<file path="src/rtl/rrc_pkg.sv">
`timescale 1ns / 1ps

package rrc_pkg;

	// CORDIC depth, one pipeline stage per iteration (8..24)
	localparam int TRIG_STAGES = 16;
	localparam int ATAN_LEN    = 24;

	// 360 degrees in 1/128 degree units = 45 * 1024
	localparam int DEG_UNITS   = 46080;
	localparam int ANG_GRAIN   = 45;

	// floor(m / 45) == (m * 46604) >> 21 for every m below 2^16
	localparam logic [15:0] INV45_Q21   = 16'd46604;
	localparam int          INV45_SHIFT = 21;

	// CORDIC gain 0.60725... in Q.30
	localparam logic signed [31:0] GAIN_Q30 = 32'sd652032874;

	// binary angle, 2^-32 turn per lsb
	localparam logic signed [32:0] QUARTER_TURN = 33'sd1073741824;
	localparam logic signed [32:0] HALF_TURN    = 33'sd2147483648;

	typedef logic [31:0] atan_tbl_t [0:ATAN_LEN-1];

	// atan(2^-i) in 2^-32 turn units
	localparam atan_tbl_t ATAN_TURNS = '{
		32'h20000000, 32'h12E4051E, 32'h09FB385B, 32'h051111D4, 32'h028B0D43, 32'h0145D7E1,
		32'h00A2F61E, 32'h00517C55, 32'h0028BE53, 32'h00145F2F, 32'h000A2F98, 32'h000517CC,
		32'h00028BE6, 32'h000145F3, 32'h0000A2FA, 32'h0000517D, 32'h000028BE, 32'h0000145F,
		32'h00000A30, 32'h00000518, 32'h0000028C, 32'h00000146, 32'h000000A3, 32'h00000051
	};

	// low 22 bits of the binary angle for remainder r of m / 45:
	// round(r * 2^22 / 45), ties up
	typedef logic [21:0] frac_tbl_t [0:63];

	function automatic frac_tbl_t build_frac_tbl();
		frac_tbl_t t;
		for (int r = 0; r < 64; r++) begin
			if (r < ANG_GRAIN) begin
				t[r] = 22'(((64'(r) << 22) + 64'd22) / 64'd45);
			end else begin
				t[r] = '0;
			end
		end
		return t;
	endfunction

	localparam frac_tbl_t FRAC_TBL = build_frac_tbl();

	typedef struct packed {
		logic signed [31:0] mid_x;
		logic signed [31:0] mid_y;
		logic [23:0]        length_x;
		logic [23:0]        length_y;
	} geom_t;

	typedef struct packed {
		logic signed [31:0] c1x;
		logic signed [31:0] c1y;
		logic signed [31:0] c2x;
		logic signed [31:0] c2y;
		logic signed [31:0] c3x;
		logic signed [31:0] c3y;
		logic signed [31:0] c4x;
		logic signed [31:0] c4y;
	} corners_t;

endpackage

</file>
<file path="src/rtl/rrc_out.sv">
`timescale 1ns / 1ps

module rrc_out (
	input  logic              clk,
	input  logic              arst_n,
	input  logic              p_valid,
	input  rrc_pkg::corners_t p_data,
	input  logic              stall,
	output logic              en,
	output logic              out_valid,
	output rrc_pkg::corners_t out_data
);
	import rrc_pkg::*;

	logic     out_vld_q;
	logic     skid_vld_q;
	corners_t out_q;
	corners_t skid_q;
	logic     out_ready;

	// pipeline moves whenever the skid slot is free
	assign en        = !skid_vld_q;
	assign out_ready = !out_vld_q || !stall;

	always_ff @(posedge clk or negedge arst_n) begin
		if (!arst_n) begin
			out_vld_q  <= 1'b0;
			skid_vld_q <= 1'b0;
		end else if (out_ready) begin
			if (skid_vld_q) begin
				out_vld_q  <= 1'b1;
				skid_vld_q <= 1'b0;
			end else begin
				out_vld_q <= p_valid;
			end
		end else if (p_valid && en) begin
			skid_vld_q <= 1'b1;
		end
	end

	always_ff @(posedge clk) begin
		if (out_ready) begin
			out_q <= skid_vld_q ? skid_q : p_data;
		end else if (en) begin
			skid_q <= p_data;
		end
	end

	assign out_valid = out_vld_q;
	assign out_data  = out_q;

	a_skid_behind_out: assert property (@(posedge clk) disable iff (!arst_n)
		skid_vld_q |-> out_vld_q)
		else $error("skid holds data while output register is empty");

	a_skid_fill: assert property (@(posedge clk) disable iff (!arst_n)
		$rose(skid_vld_q) |-> $past(out_vld_q && stall))
		else $error("skid filled without a stalled output");

	a_skid_drain: assert property (@(posedge clk) disable iff (!arst_n)
		(skid_vld_q && !stall) |=> (out_vld_q && !skid_vld_q))
		else $error("skid not drained into output register");

endmodule

</file>
<file path="config.mk">
export PLATFORM = sky130hd
export DESIGN_NAME = rrc_out
export DESIGN_NICKNAME = d
export VERILOG_FILES = /design/src/rtl/rrc_pkg.sv /design/src/rtl/rrc_out.sv
export SDC_FILE = /design/constraint.sdc
export NUM_CORES = 1
export LEC_CHECK = 0
export BUFFER_PORTS_ARGS = -buffer_cell sky130_fd_sc_hd__buf_4
export CORE_AREA = 4 4 209 211
export DETAILED_ROUTE_END_ITERATION = 16
export DIE_AREA = 0 0 213 215
export PLACE_DENSITY = 0.74
export SLEW_MARGIN = 20
export SYNTH_ARGS = -nofsm -noshare
export SYNTH_HDL_FRONTEND = slang
export SYNTH_SLANG_ARGS = --single-unit
</file>
<file path="constraint.sdc">
create_clock -name clk -period 7.5 [get_ports clk]
set_clock_uncertainty 0.15 [all_clocks]
set_input_delay 0.375 -clock clk [delete_from_list [all_inputs] [get_ports clk]]
set_output_delay 0.375 -clock clk [all_outputs]
set_load 0.1 [all_outputs]
</file>
==> metrics <==
CTS tree done; later-pin clock latency in the skew report 580 ps; synth unique cells 11; die footprint 45800 sq um; initial antenna violation count 13; Area Overhead vs Synth 44.2%; fmax 371 MHz; leakage power 11.1 nW; pin count of the biggest net entering global routing 147; clk root buf clkbuf_16; maximum vdd ir drop 0.325 mV; WL/cell 23.0 um; DP Area 23800 sq um; Total GRT Usage 21.2%; Post-Syn Area 19400 sq um; design area 28000 sq um; core area 41800 sq um; RR Startpoint out_valid$_DFFE_PN0P_; CP endpoint kind register; met2 GRT Util 36.0%; Ys Warns 0; IO Count 518; Power per Cell Area 286 nW/um^2; Worst-Margin Slew 1010 ps; Initial DRT Pass Iterations 7; final setup vio count 0; number of clock sinks 514; CP Max Fanout 72; Hold Crit Class register to register; final RePlAce weighted congestion 0.778; grt total ovfl 0; ranking of synthesized cells by area edfxtp_1 (79%), mux2_4 (15%), mux2_2 (3.3%), buf_6 (1.5%), dfrtp_1 (0.26%); die width 213 um; CP required 7540 ps; FF-to-FF End skid_q[176]$_DFFE_PN_; syn avg cell area 24.1 sq um; synthesized instance count 804; fin nets 1874; DR vias/cell 4.99; clk buf depth 3; syn_nets 1064; Initial Util 46.4%; TritonCTS Buffers 53; max_cap viols 0; GR Util met3 7.07%; buffers added on ports 517; WP data arrival 2730 ps; busiest grt layer met2; Clk pin slew, worst setup/hold paths 60 ps; Reg2Reg Depth 2; setup tns final 0 ps; site row count 75; height of the chip 215 um; Worst Hold End out_data[75]$_DFFE_PP_; post-route ant nets 0; post-CTS setup buffers 0; Slew Viols, Final 0; hold_sp skid_q[75]$_DFFE_PN_; Worst setup SP type register; Seq/Total Area, Yosys 79.5%; share of cells above drive strength 1 51.3%; Post-Route WL 50.7 mm; Period minus WS final 2700 ps; status completed; R2R Setup Slk 4800 ps; most area-hungry cell type in the Yosys netlist edfxtp_1; global-route track usage on met1 24.7%; Max transition margin 32.4%; final hold violation count 0; DP HPWL 29.6 mm; critical path class register to register; total number of vias 11002; global-route wire length before repair 74.2 mm; DR DRC count 0; vias in the first global route 12074; WHS 404 ps; hold path depth 1; top-area cell type share of the netlist area 79.3%; FF+latch count, synth 514; DR iter-0 viols 753; RSZ-0062 raised after global routing no; CTS H-Tree Depth 2; Final period util 35.9%
==> worst max-delay path, stage by stage, from the launching register on <==
cell     delay, ps
dfrtp_1        520
and2_4         650
buf_4          870
==> cell type report <==
type,count,area [sq um]
multi-input combinational,260,3680
inverter,1,3.75
antenna,12,30.0
sequential,514,15400
fill,2564,13800
clock buffer,69,1390
timing repair buffer,784,6580
tap,539,674
clock inverter,24,186
==> cell usage in the layout (no fill, tap or decap) <==
| master | synthesis | final |
|---|---|---|
| buf_4 | 0 | 520 |
| edfxtp_1 | 512 | 512 |
| dlygate4sd3_1 | 0 | 261 |
| mux2_4 | 200 | 200 |
| mux2_2 | 56 | 56 |
| clkbuf_16 | 0 | 53 |
| clkbuf_1 | 0 | 16 |
| diode_2 | 0 | 12 |
| clkinv_1 | 0 | 12 |
| clkinv_2 | 0 | 7 |
| bufinv_16 | 0 | 3 |
| buf_12 | 0 | 3 |
| nand2_8 | 0 | 1 |
| inv_1 | 1 | 1 |
| and2_4 | 0 | 1 |
| a211o_1 | 1 | 1 |
| o211a_1 | 1 | 1 |
| inv_6 | 0 | 1 |
| clkinvlp_4 | 0 | 1 |
| dfrtp_1 | 2 | 1 |
| dfrtp_4 | 0 | 1 |
==> registers in the layout, summed over array words and instances, names as in the netlist <==
name,count
out_data,256
out_valid,1
skid_vld_q,1
skid_q,256
==> repair_timing <==
item,CTS,global route
hold buffers,261,0
resized for setup,0,0
hold endpoints to repair,516,0
endpoints found under the setup margin,0,0
==> power breakdown <==
group          total [mW]  switching (mW)  internal (mW)  leakage [nW]
Sequential           3.61           0.101           3.51          5.03
Combinational        1.92            1.37          0.545          5.34
Clock                2.46            1.07           1.40         0.765
==> through the flow <==
step                power (mW)  std cells  util (%)  worst slack, ps
finish                    7.99       2203      67.0             4800
global route              8.23       2202      67.0             4720
CTS                       8.00       2191      66.9             4850
detailed placement        5.44       1837      56.9             4850
global placement          5.42       1837      56.9             4870
floorplan                 5.03        804         -             2570
==> worst max-delay path by stage <==
stage                          start                     to  slack (ps)  depth (start not counted)
2_1_floorplan  out_valid$_DFFE_PN0P_  out_data[0]$_DFFE_PP_        2570                          1
3_3_place_gp   out_valid$_DFFE_PN0P_  skid_q[122]$_DFFE_PN_        4870                          2
3_5_place_dp   out_valid$_DFFE_PN0P_   skid_q[82]$_DFFE_PN_        4850                          2
4_1_cts        out_valid$_DFFE_PN0P_  skid_q[185]$_DFFE_PN_        4850                          2
5_1_grt        out_valid$_DFFE_PN0P_  skid_q[141]$_DFFE_PN_        4720                          2
6_report       out_valid$_DFFE_PN0P_  skid_q[176]$_DFFE_PN_        4800                          2
==> layer usage <==
layer,part of all wire [%],up-vias
met4,4.0,2
met2,50,467
met3,8.3,126
met5,0.026,-
met1,37,5553
li1,-,4854
==> logic make-up after synthesis <==
group | after synthesis | share of synthesized area, %
AO/OA/AOI/OAI | 2 | 0.0968
flip-flops | 514 | 79.5
buffers and inverters | 30 | 1.57
multiplexers | 256 | 18.7
AND/OR/NAND/NOR | 2 | 0.0516
==> cell usage after synthesis (all sizes together) <==
master  count
a211o       1
and2        1
buf        29
dfrtp       2
edfxtp    512
inv         1
mux2      256
nand2       1
o211a       1
Power figures use the tool's default switching activity.
