===== src/rtl/rrc_pkg.sv =====
`timescale 1ns / 1ps

package rrc_pkg;

	// CORDIC depth, one pipeline stage per iteration (8..24)
	localparam int TRIG_STAGES = 16;
	localparam int ATAN_LEN    = 24;

	// 360 degrees in 1/128 degree units = 45 * 1024
	localparam int DEG_UNITS   = 46080;
	localparam int ANG_GRAIN   = 45;

	// floor(m / 45) == (m * 46604) >> 21 for every m below 2^16
	localparam logic [15:0] INV45_Q21   = 16'd46604;
	localparam int          INV45_SHIFT = 21;

	// CORDIC gain 0.60725... in Q.30
	localparam logic signed [31:0] GAIN_Q30 = 32'sd652032874;

	// binary angle, 2^-32 turn per lsb
	localparam logic signed [32:0] QUARTER_TURN = 33'sd1073741824;
	localparam logic signed [32:0] HALF_TURN    = 33'sd2147483648;

	typedef logic [31:0] atan_tbl_t [0:ATAN_LEN-1];

	// atan(2^-i) in 2^-32 turn units
	localparam atan_tbl_t ATAN_TURNS = '{
		32'h20000000, 32'h12E4051E, 32'h09FB385B, 32'h051111D4, 32'h028B0D43, 32'h0145D7E1,
		32'h00A2F61E, 32'h00517C55, 32'h0028BE53, 32'h00145F2F, 32'h000A2F98, 32'h000517CC,
		32'h00028BE6, 32'h000145F3, 32'h0000A2FA, 32'h0000517D, 32'h000028BE, 32'h0000145F,
		32'h00000A30, 32'h00000518, 32'h0000028C, 32'h00000146, 32'h000000A3, 32'h00000051
	};

	// low 22 bits of the binary angle for remainder r of m / 45:
	// round(r * 2^22 / 45), ties up
	typedef logic [21:0] frac_tbl_t [0:63];

	function automatic frac_tbl_t build_frac_tbl();
		frac_tbl_t t;
		for (int r = 0; r < 64; r++) begin
			if (r < ANG_GRAIN) begin
				t[r] = 22'(((64'(r) << 22) + 64'd22) / 64'd45);
			end else begin
				t[r] = '0;
			end
		end
		return t;
	endfunction

	localparam frac_tbl_t FRAC_TBL = build_frac_tbl();

	typedef struct packed {
		logic signed [31:0] mid_x;
		logic signed [31:0] mid_y;
		logic [23:0]        length_x;
		logic [23:0]        length_y;
	} geom_t;

	typedef struct packed {
		logic signed [31:0] c1x;
		logic signed [31:0] c1y;
		logic signed [31:0] c2x;
		logic signed [31:0] c2y;
		logic signed [31:0] c3x;
		logic signed [31:0] c3y;
		logic signed [31:0] c4x;
		logic signed [31:0] c4y;
	} corners_t;

endpackage


===== src/rtl/rrc_angle.sv =====
`timescale 1ns / 1ps

module rrc_angle (
	input  logic               clk,
	input  logic               arst_n,
	input  logic               en,
	input  logic               in_valid,
	input  logic signed [16:0] angle,
	input  rrc_pkg::geom_t     geom_in,
	output logic               out_valid,
	output logic signed [32:0] z_out,
	output logic               flip_out,
	output rrc_pkg::geom_t     geom_out
);
	import rrc_pkg::*;

	// s1: reduce to 0..46079
	logic signed [18:0] a_ext;
	logic signed [18:0] m_wide;
	logic               vld_s1;
	logic [15:0]        m_s1;
	geom_t              geom_s1;

	// s2: reciprocal multiply
	logic               vld_s2;
	logic [31:0]        prod_s2;
	logic [15:0]        m_s2;
	geom_t              geom_s2;

	// s3: quotient and remainder by 45
	logic [9:0]         q;
	logic [15:0]        qx45;
	logic [15:0]        r_full;
	logic               vld_s3;
	logic [9:0]         q_s3;
	logic [5:0]         r_s3;
	geom_t              geom_s3;

	// s4: binary angle, fold into +-quarter turn
	logic signed [32:0] z_raw;
	logic signed [32:0] z_fold;
	logic               flip;
	logic               vld_s4;
	logic signed [32:0] z_s4;
	logic               flip_s4;
	geom_t              geom_s4;

	always_comb begin
		a_ext = {{2{angle[16]}}, angle};
		if (a_ext < -19'sd46080) begin
			m_wide = a_ext + 19'sd92160;
		end else if (a_ext < 19'sd0) begin
			m_wide = a_ext + 19'sd46080;
		end else if (a_ext >= 19'sd46080) begin
			m_wide = a_ext - 19'sd46080;
		end else begin
			m_wide = a_ext;
		end
	end

	always_comb begin
		q      = prod_s2[INV45_SHIFT +: 10];
		qx45   = {6'b0, q} * 16'(ANG_GRAIN);
		r_full = m_s2 - qx45;
	end

	always_comb begin
		z_raw = $signed({q_s3[9], q_s3, FRAC_TBL[r_s3]});
		flip  = 1'b0;
		if (z_raw > QUARTER_TURN) begin
			z_fold = z_raw - HALF_TURN;
			flip   = 1'b1;
		end else if (z_raw < -QUARTER_TURN) begin
			z_fold = z_raw + HALF_TURN;
			flip   = 1'b1;
		end else begin
			z_fold = z_raw;
		end
	end

	always_ff @(posedge clk or negedge arst_n) begin
		if (!arst_n) begin
			vld_s1 <= 1'b0;
			vld_s2 <= 1'b0;
			vld_s3 <= 1'b0;
			vld_s4 <= 1'b0;
		end else if (en) begin
			vld_s1 <= in_valid;
			vld_s2 <= vld_s1;
			vld_s3 <= vld_s2;
			vld_s4 <= vld_s3;
		end
	end

	always_ff @(posedge clk) begin
		if (en) begin
			m_s1    <= m_wide[15:0];
			geom_s1 <= geom_in;
			prod_s2 <= 32'(m_s1) * 32'(INV45_Q21);
			m_s2    <= m_s1;
			geom_s2 <= geom_s1;
			q_s3    <= q;
			r_s3    <= r_full[5:0];
			geom_s3 <= geom_s2;
			z_s4    <= z_fold;
			flip_s4 <= flip;
			geom_s4 <= geom_s3;
		end
	end

	assign out_valid = vld_s4;
	assign z_out     = z_s4;
	assign flip_out  = flip_s4;
	assign geom_out  = geom_s4;

	a_m_range: assert property (@(posedge clk) disable iff (!arst_n)
		vld_s1 |-> (m_s1 < 16'(DEG_UNITS)))
		else $error("reduced angle out of range");

	a_r_range: assert property (@(posedge clk) disable iff (!arst_n)
		vld_s3 |-> (r_s3 < 6'(ANG_GRAIN)))
		else $error("remainder by 45 out of range");

	a_z_fold: assert property (@(posedge clk) disable iff (!arst_n)
		vld_s4 |-> (z_s4 <= QUARTER_TURN && z_s4 >= -QUARTER_TURN))
		else $error("folded angle beyond a quarter turn");

endmodule


===== config.mk =====
export PLATFORM = sky130hd
export DESIGN_NAME = rrc_angle
export DESIGN_NICKNAME = d
export VERILOG_FILES = /design/src/rtl/rrc_pkg.sv /design/src/rtl/rrc_angle.sv
export SDC_FILE = /design/constraint.sdc
export NUM_CORES = 1
export LEC_CHECK = 0
export ABC_CLOCK_PERIOD_IN_PS = 5100
export BUFFER_PORTS_ARGS = -buffer_cell sky130_fd_sc_hd__buf_2
export CAP_MARGIN = 15
export CORE_UTILIZATION = 25
export CTS_CLUSTER_DIAMETER = 30
export DETAILED_ROUTE_END_ITERATION = 16
export GPL_ROUTABILITY_DRIVEN = 0
export GPL_TIMING_DRIVEN = 0
export HOLD_SLACK_MARGIN = 0.05
export PLACE_DENSITY = 0.53
export SLEW_MARGIN = 25
export SYNTH_ARGS = -nofsm -noshare
export SYNTH_HDL_FRONTEND = slang
export SYNTH_SLANG_ARGS = --single-unit

===== constraint.sdc =====
create_clock -name clk -period 5.1 [get_ports clk]
set_input_delay 0.765 -clock clk [delete_from_list [all_inputs] [get_ports clk]]
set_output_delay 0.765 -clock clk [all_outputs]
set_load 0.02 [all_outputs]

==> run metrics <==
violated checks negative setup slack; DRC Markers 0; CTS clock-pin slew for the worst setup and hold paths roughly 0.05 ns; CTS tree yes; count of different cell masters after synthesis 64; reg-to-reg slack, setup -0.01 ns; number of register bits inferred by synthesis 529; antenna-violating nets left 0; critical-path maximum fanout 5; critical path required time 5.49 ns; reg2reg path depth 17; global-route wire length before repair between 60,000 and 70,000 µm; maximum clock frequency slightly below 200 MHz; met2 wire length around 19,000 µm; arrival time at the worst endpoint around 5.5 ns; global-route usage over all layers 0.0936; Fin. Hold Viols 0; peak ir drop on the vdd network ~0.00046 V; worst hold path startpoint geom_in[24]; source of the worst register-to-register timing path m_s1[2]; top cell type's share of synthesized area 0.740; htree depth 3; core area ~84,000 µm²; metal1 wirelength 17,200 µm; number of nets in the synthesized netlist between 1,500 and 2,000; placed inst area around 24,000 µm²; net load switching power approximately 6.5 mW; Hold Path Class input pin to register; RR Endpoint prod_s2[30]; parity-gate share of the synthesized area counting xor and xnor cells 0.0169; number of buffer cells added on primary ports about 280; Root Buffer Master clkbuf_16; Synth area leader edfxtp_1; count of clock tree sinks around 530; fin area around 29,000 µm²; half-perimeter wire length after detailed placement 27,400 µm; Leak ~11 nW; via total after detailed routing 11,400; mux contribution to synthesized area 0.00212; minimum period implied by the final worst setup slack roughly 5.1 ns; top area cells in the synthesized netlist edfxtp_1 (74%), ha_1 (7.9%), fa_1 (5.0%); Synth Warn # 0; multi-input logic area about 5000 µm²; Slew @ Worst Pin ~0.7 ns; minimum setup slack after placement -0.589 ns; most frequently used flop master after synthesis edfxtp_1; final max-slew violation count 0; status finished, violations left; area used by sequential logic in the layout 15,900 µm²; type of the worst setup path register to register; # IOs 280; endpoint with the worst hold slack geom_s1[24]; Total Nets Final a little under 2,000; launch point of the critical path m_s1[2]; worst slew slack as a fraction of its limit 0.521; Pwr per Cell Area ~700 nW/µm²; largest family of logic cells by synthesized area adder cells; top routing layer used met5; Skew-Pair Late Insertion Delay just under 0.7 ns; startpoint class of the critical path register; wire length on met3 between 3000 and 4000 µm; cells after synthesis approximately 1,200; Worst Skew about 0.051 ns; filler cell count between 8,000 and 9,000; fraction of the yosys area taken by sequential cells 0.745; Chip Height approximately 290 µm; register share of total power 0.285; die extent in x between 200 and 300 µm; unrepaired setup endpoints after global routing true; post-synthesis compound-gate area fraction 0.0461; wire length reported by the detailed router approximately 40,000 µm; post-detailed-route wirelength per cell between 10 and 15 µm; Detailed Route Iter0 Violations 629; Setup violations, final 1; max-cap check violation count 0; final worst slack -0.0133 ns; First-pass DRT Iterations 5; post-route fraction of the period consumed by the critical path 1.00; CTS Buf Count 118; drt via density between 3 and 4; initial core utilization 0.254; clock group share of total power 0.371; post-synthesis area per instance 17.7 µm²; antenna violations before repair 2; worst hold path cell count 1; combinational fraction of design power 0.344; area share of and/or/nand/nor cells after synthesis 0.0286; Crit. End Element register; FP Rows 106; Die Outline Area 86,400 µm²; arithmetic-cell share of the synthesized area counting full adders, half adders and majority gates 0.129; fraction of layout cells with a size suffix above 1 0.327; worst-case clock buffer depth 3; largest net degree at the start of global routing roughly 100; switching share of total power 0.323; Netlist Area Pre-Place 21,300 µm²; area growth from synthesis to final layout 35.2%; internal power consumption roughly 14 mW; most used standard cells in the synthesized netlist edfxtp_1 (525), inv_1 (141), ha_1 (134), fa_1 (53), a21oi_1 (39); via count of the first global-routing pass around 12,000; EDFF count, synth approximately 530; GRT overflow 0; most numerous cell in the Yosys netlist edfxtp_1; share of flip-flops with an asynchronous set or reset after synthesis 0.00756
[placed cells by master, fill, tap and decap left out, types with 24 or more instances in the layout]
cell,netlist,routed
edfxtp_1,525,525
fa_1,53,53
o21ai_0,35,28
inv_1,141,136
xnor2_1,30,30
buf_2,7,283
a21oi_1,39,35
clkinv_2,0,24
clkbuf_16,0,119
buf_4,8,34
nand2_1,34,34
ha_1,134,119
[flip-flops by register name (all words and copies together), names as in the netlist]
register   cells
geom_out     112
geom_s1      112
geom_s2      112
geom_s3      112
z_out         28
m_s1          16
prod_s2       10
q_s3          10
m_s2           6
r_s3           6
flip_out       1
out_valid      1
vld_s1         1
vld_s2         1
vld_s3         1
[critical path, stage by stage, from the launching register on]
cell and delay [ns]:
edfxtp_1 0.46, buf_6 0.17, ha_2 0.19, xor2_2 0.17
ha_4 0.23, fa_1 0.55, fa_1 0.44, fa_1 0.54
inv_1 0.05, fa_1 0.50, inv_1 0.07, ha_4 0.29
nand4_1 0.20, nor4b_4 0.40, o31ai_4 0.12, o211ai_1 0.21
o21ai_1 0.11, xnor2_1 0.15
[logic make-up (layout without fill, tap and decap cells)]
kind of cell / count (synthesis) / in the layout
AO/OA/AOI/OAI: 152 / 152
XOR/XNOR: 41 / 41
adder cells (fa/ha/maj): 187 / 187
buffers and inverters: 172 / 699
flip-flops: 529 / 529
multiplexers: 4 / 4
other: 0 / 1
AND/OR/NAND/NOR: 118 / 118
[area by class of cell]
type / instances / area share
antenna: 1 / 0.0000869
buffer: 26 / 0.00526
clock buffer: 135 / 0.106
clock inverter: 84 / 0.0349
inverter: 143 / 0.0186
multi-input combinational: 502 / 0.173
sequential: 529 / 0.551
tap: 1134 / 0.0493
timing repair buffer: 311 / 0.0612
[power by group through the flow]
stage	combinational [mW]	sequential, mW	clock [mW]
2_1_floorplan	4.43	5.93	0
3_3_place_gp	6.08	5.89	0
3_5_place_dp	6.13	5.84	0
4_1_cts	6.60	5.76	7.71
5_1_grt	7.79	5.79	7.91
6_report	6.91	5.74	7.46
[per-stage QoR]
| stage | cells | utilization | hold WS, ns | total power [mW] | setup TNS [ns] |
|---|---|---|---|---|---|
| 3_3_place_gp | 2614 | 0.287 | 0.400 | 12.0 | -2341.47 |
| 5_1_grt | 2864 | 0.343 | 0.168 | 21.5 | -0.927 |
| 2_1_floorplan | 1203 | - | 0.400 | 10.4 | 0 |
| 4_1_cts | 2856 | 0.341 | 0.160 | 20.1 | -0.173 |
| 3_5_place_dp | 2619 | 0.289 | 0.405 | 12.0 | -3.23 |
| 6_report | 2865 | 0.343 | 0.253 | 20.1 | -0.0133 |
[per-layer routing]
layer	GRT usage	up-vias
li1	-	5378
met3	0.0340	125
met1	0.115	5431
met4	0.0455	4
met5	0	-
met2	0.145	420
[worst max-delay path by stage]
stage                        to  slack, ns
floorplan           prod_s2[30]      0.005
global placement      out_valid      -4.94
detailed placement  prod_s2[30]      -0.59
CTS                 prod_s2[30]      -0.13
global route        prod_s2[30]      -0.21
finish              prod_s2[30]      -0.01
[what timing repair did]
| action | in CTS | in global routing |
|---|---|---|
| hold buffers | 1 | 0 |
| gates cloned | 0 | 0 |
| resized for setup | 27 | 20 |
| hold endpoints to repair | 4 | 0 |
| pin swaps | 16 | 16 |
| setup endpoints to repair | 10 | 9 |
| buffers inserted | 19 | 9 |
(Power assumes the default switching activity.)
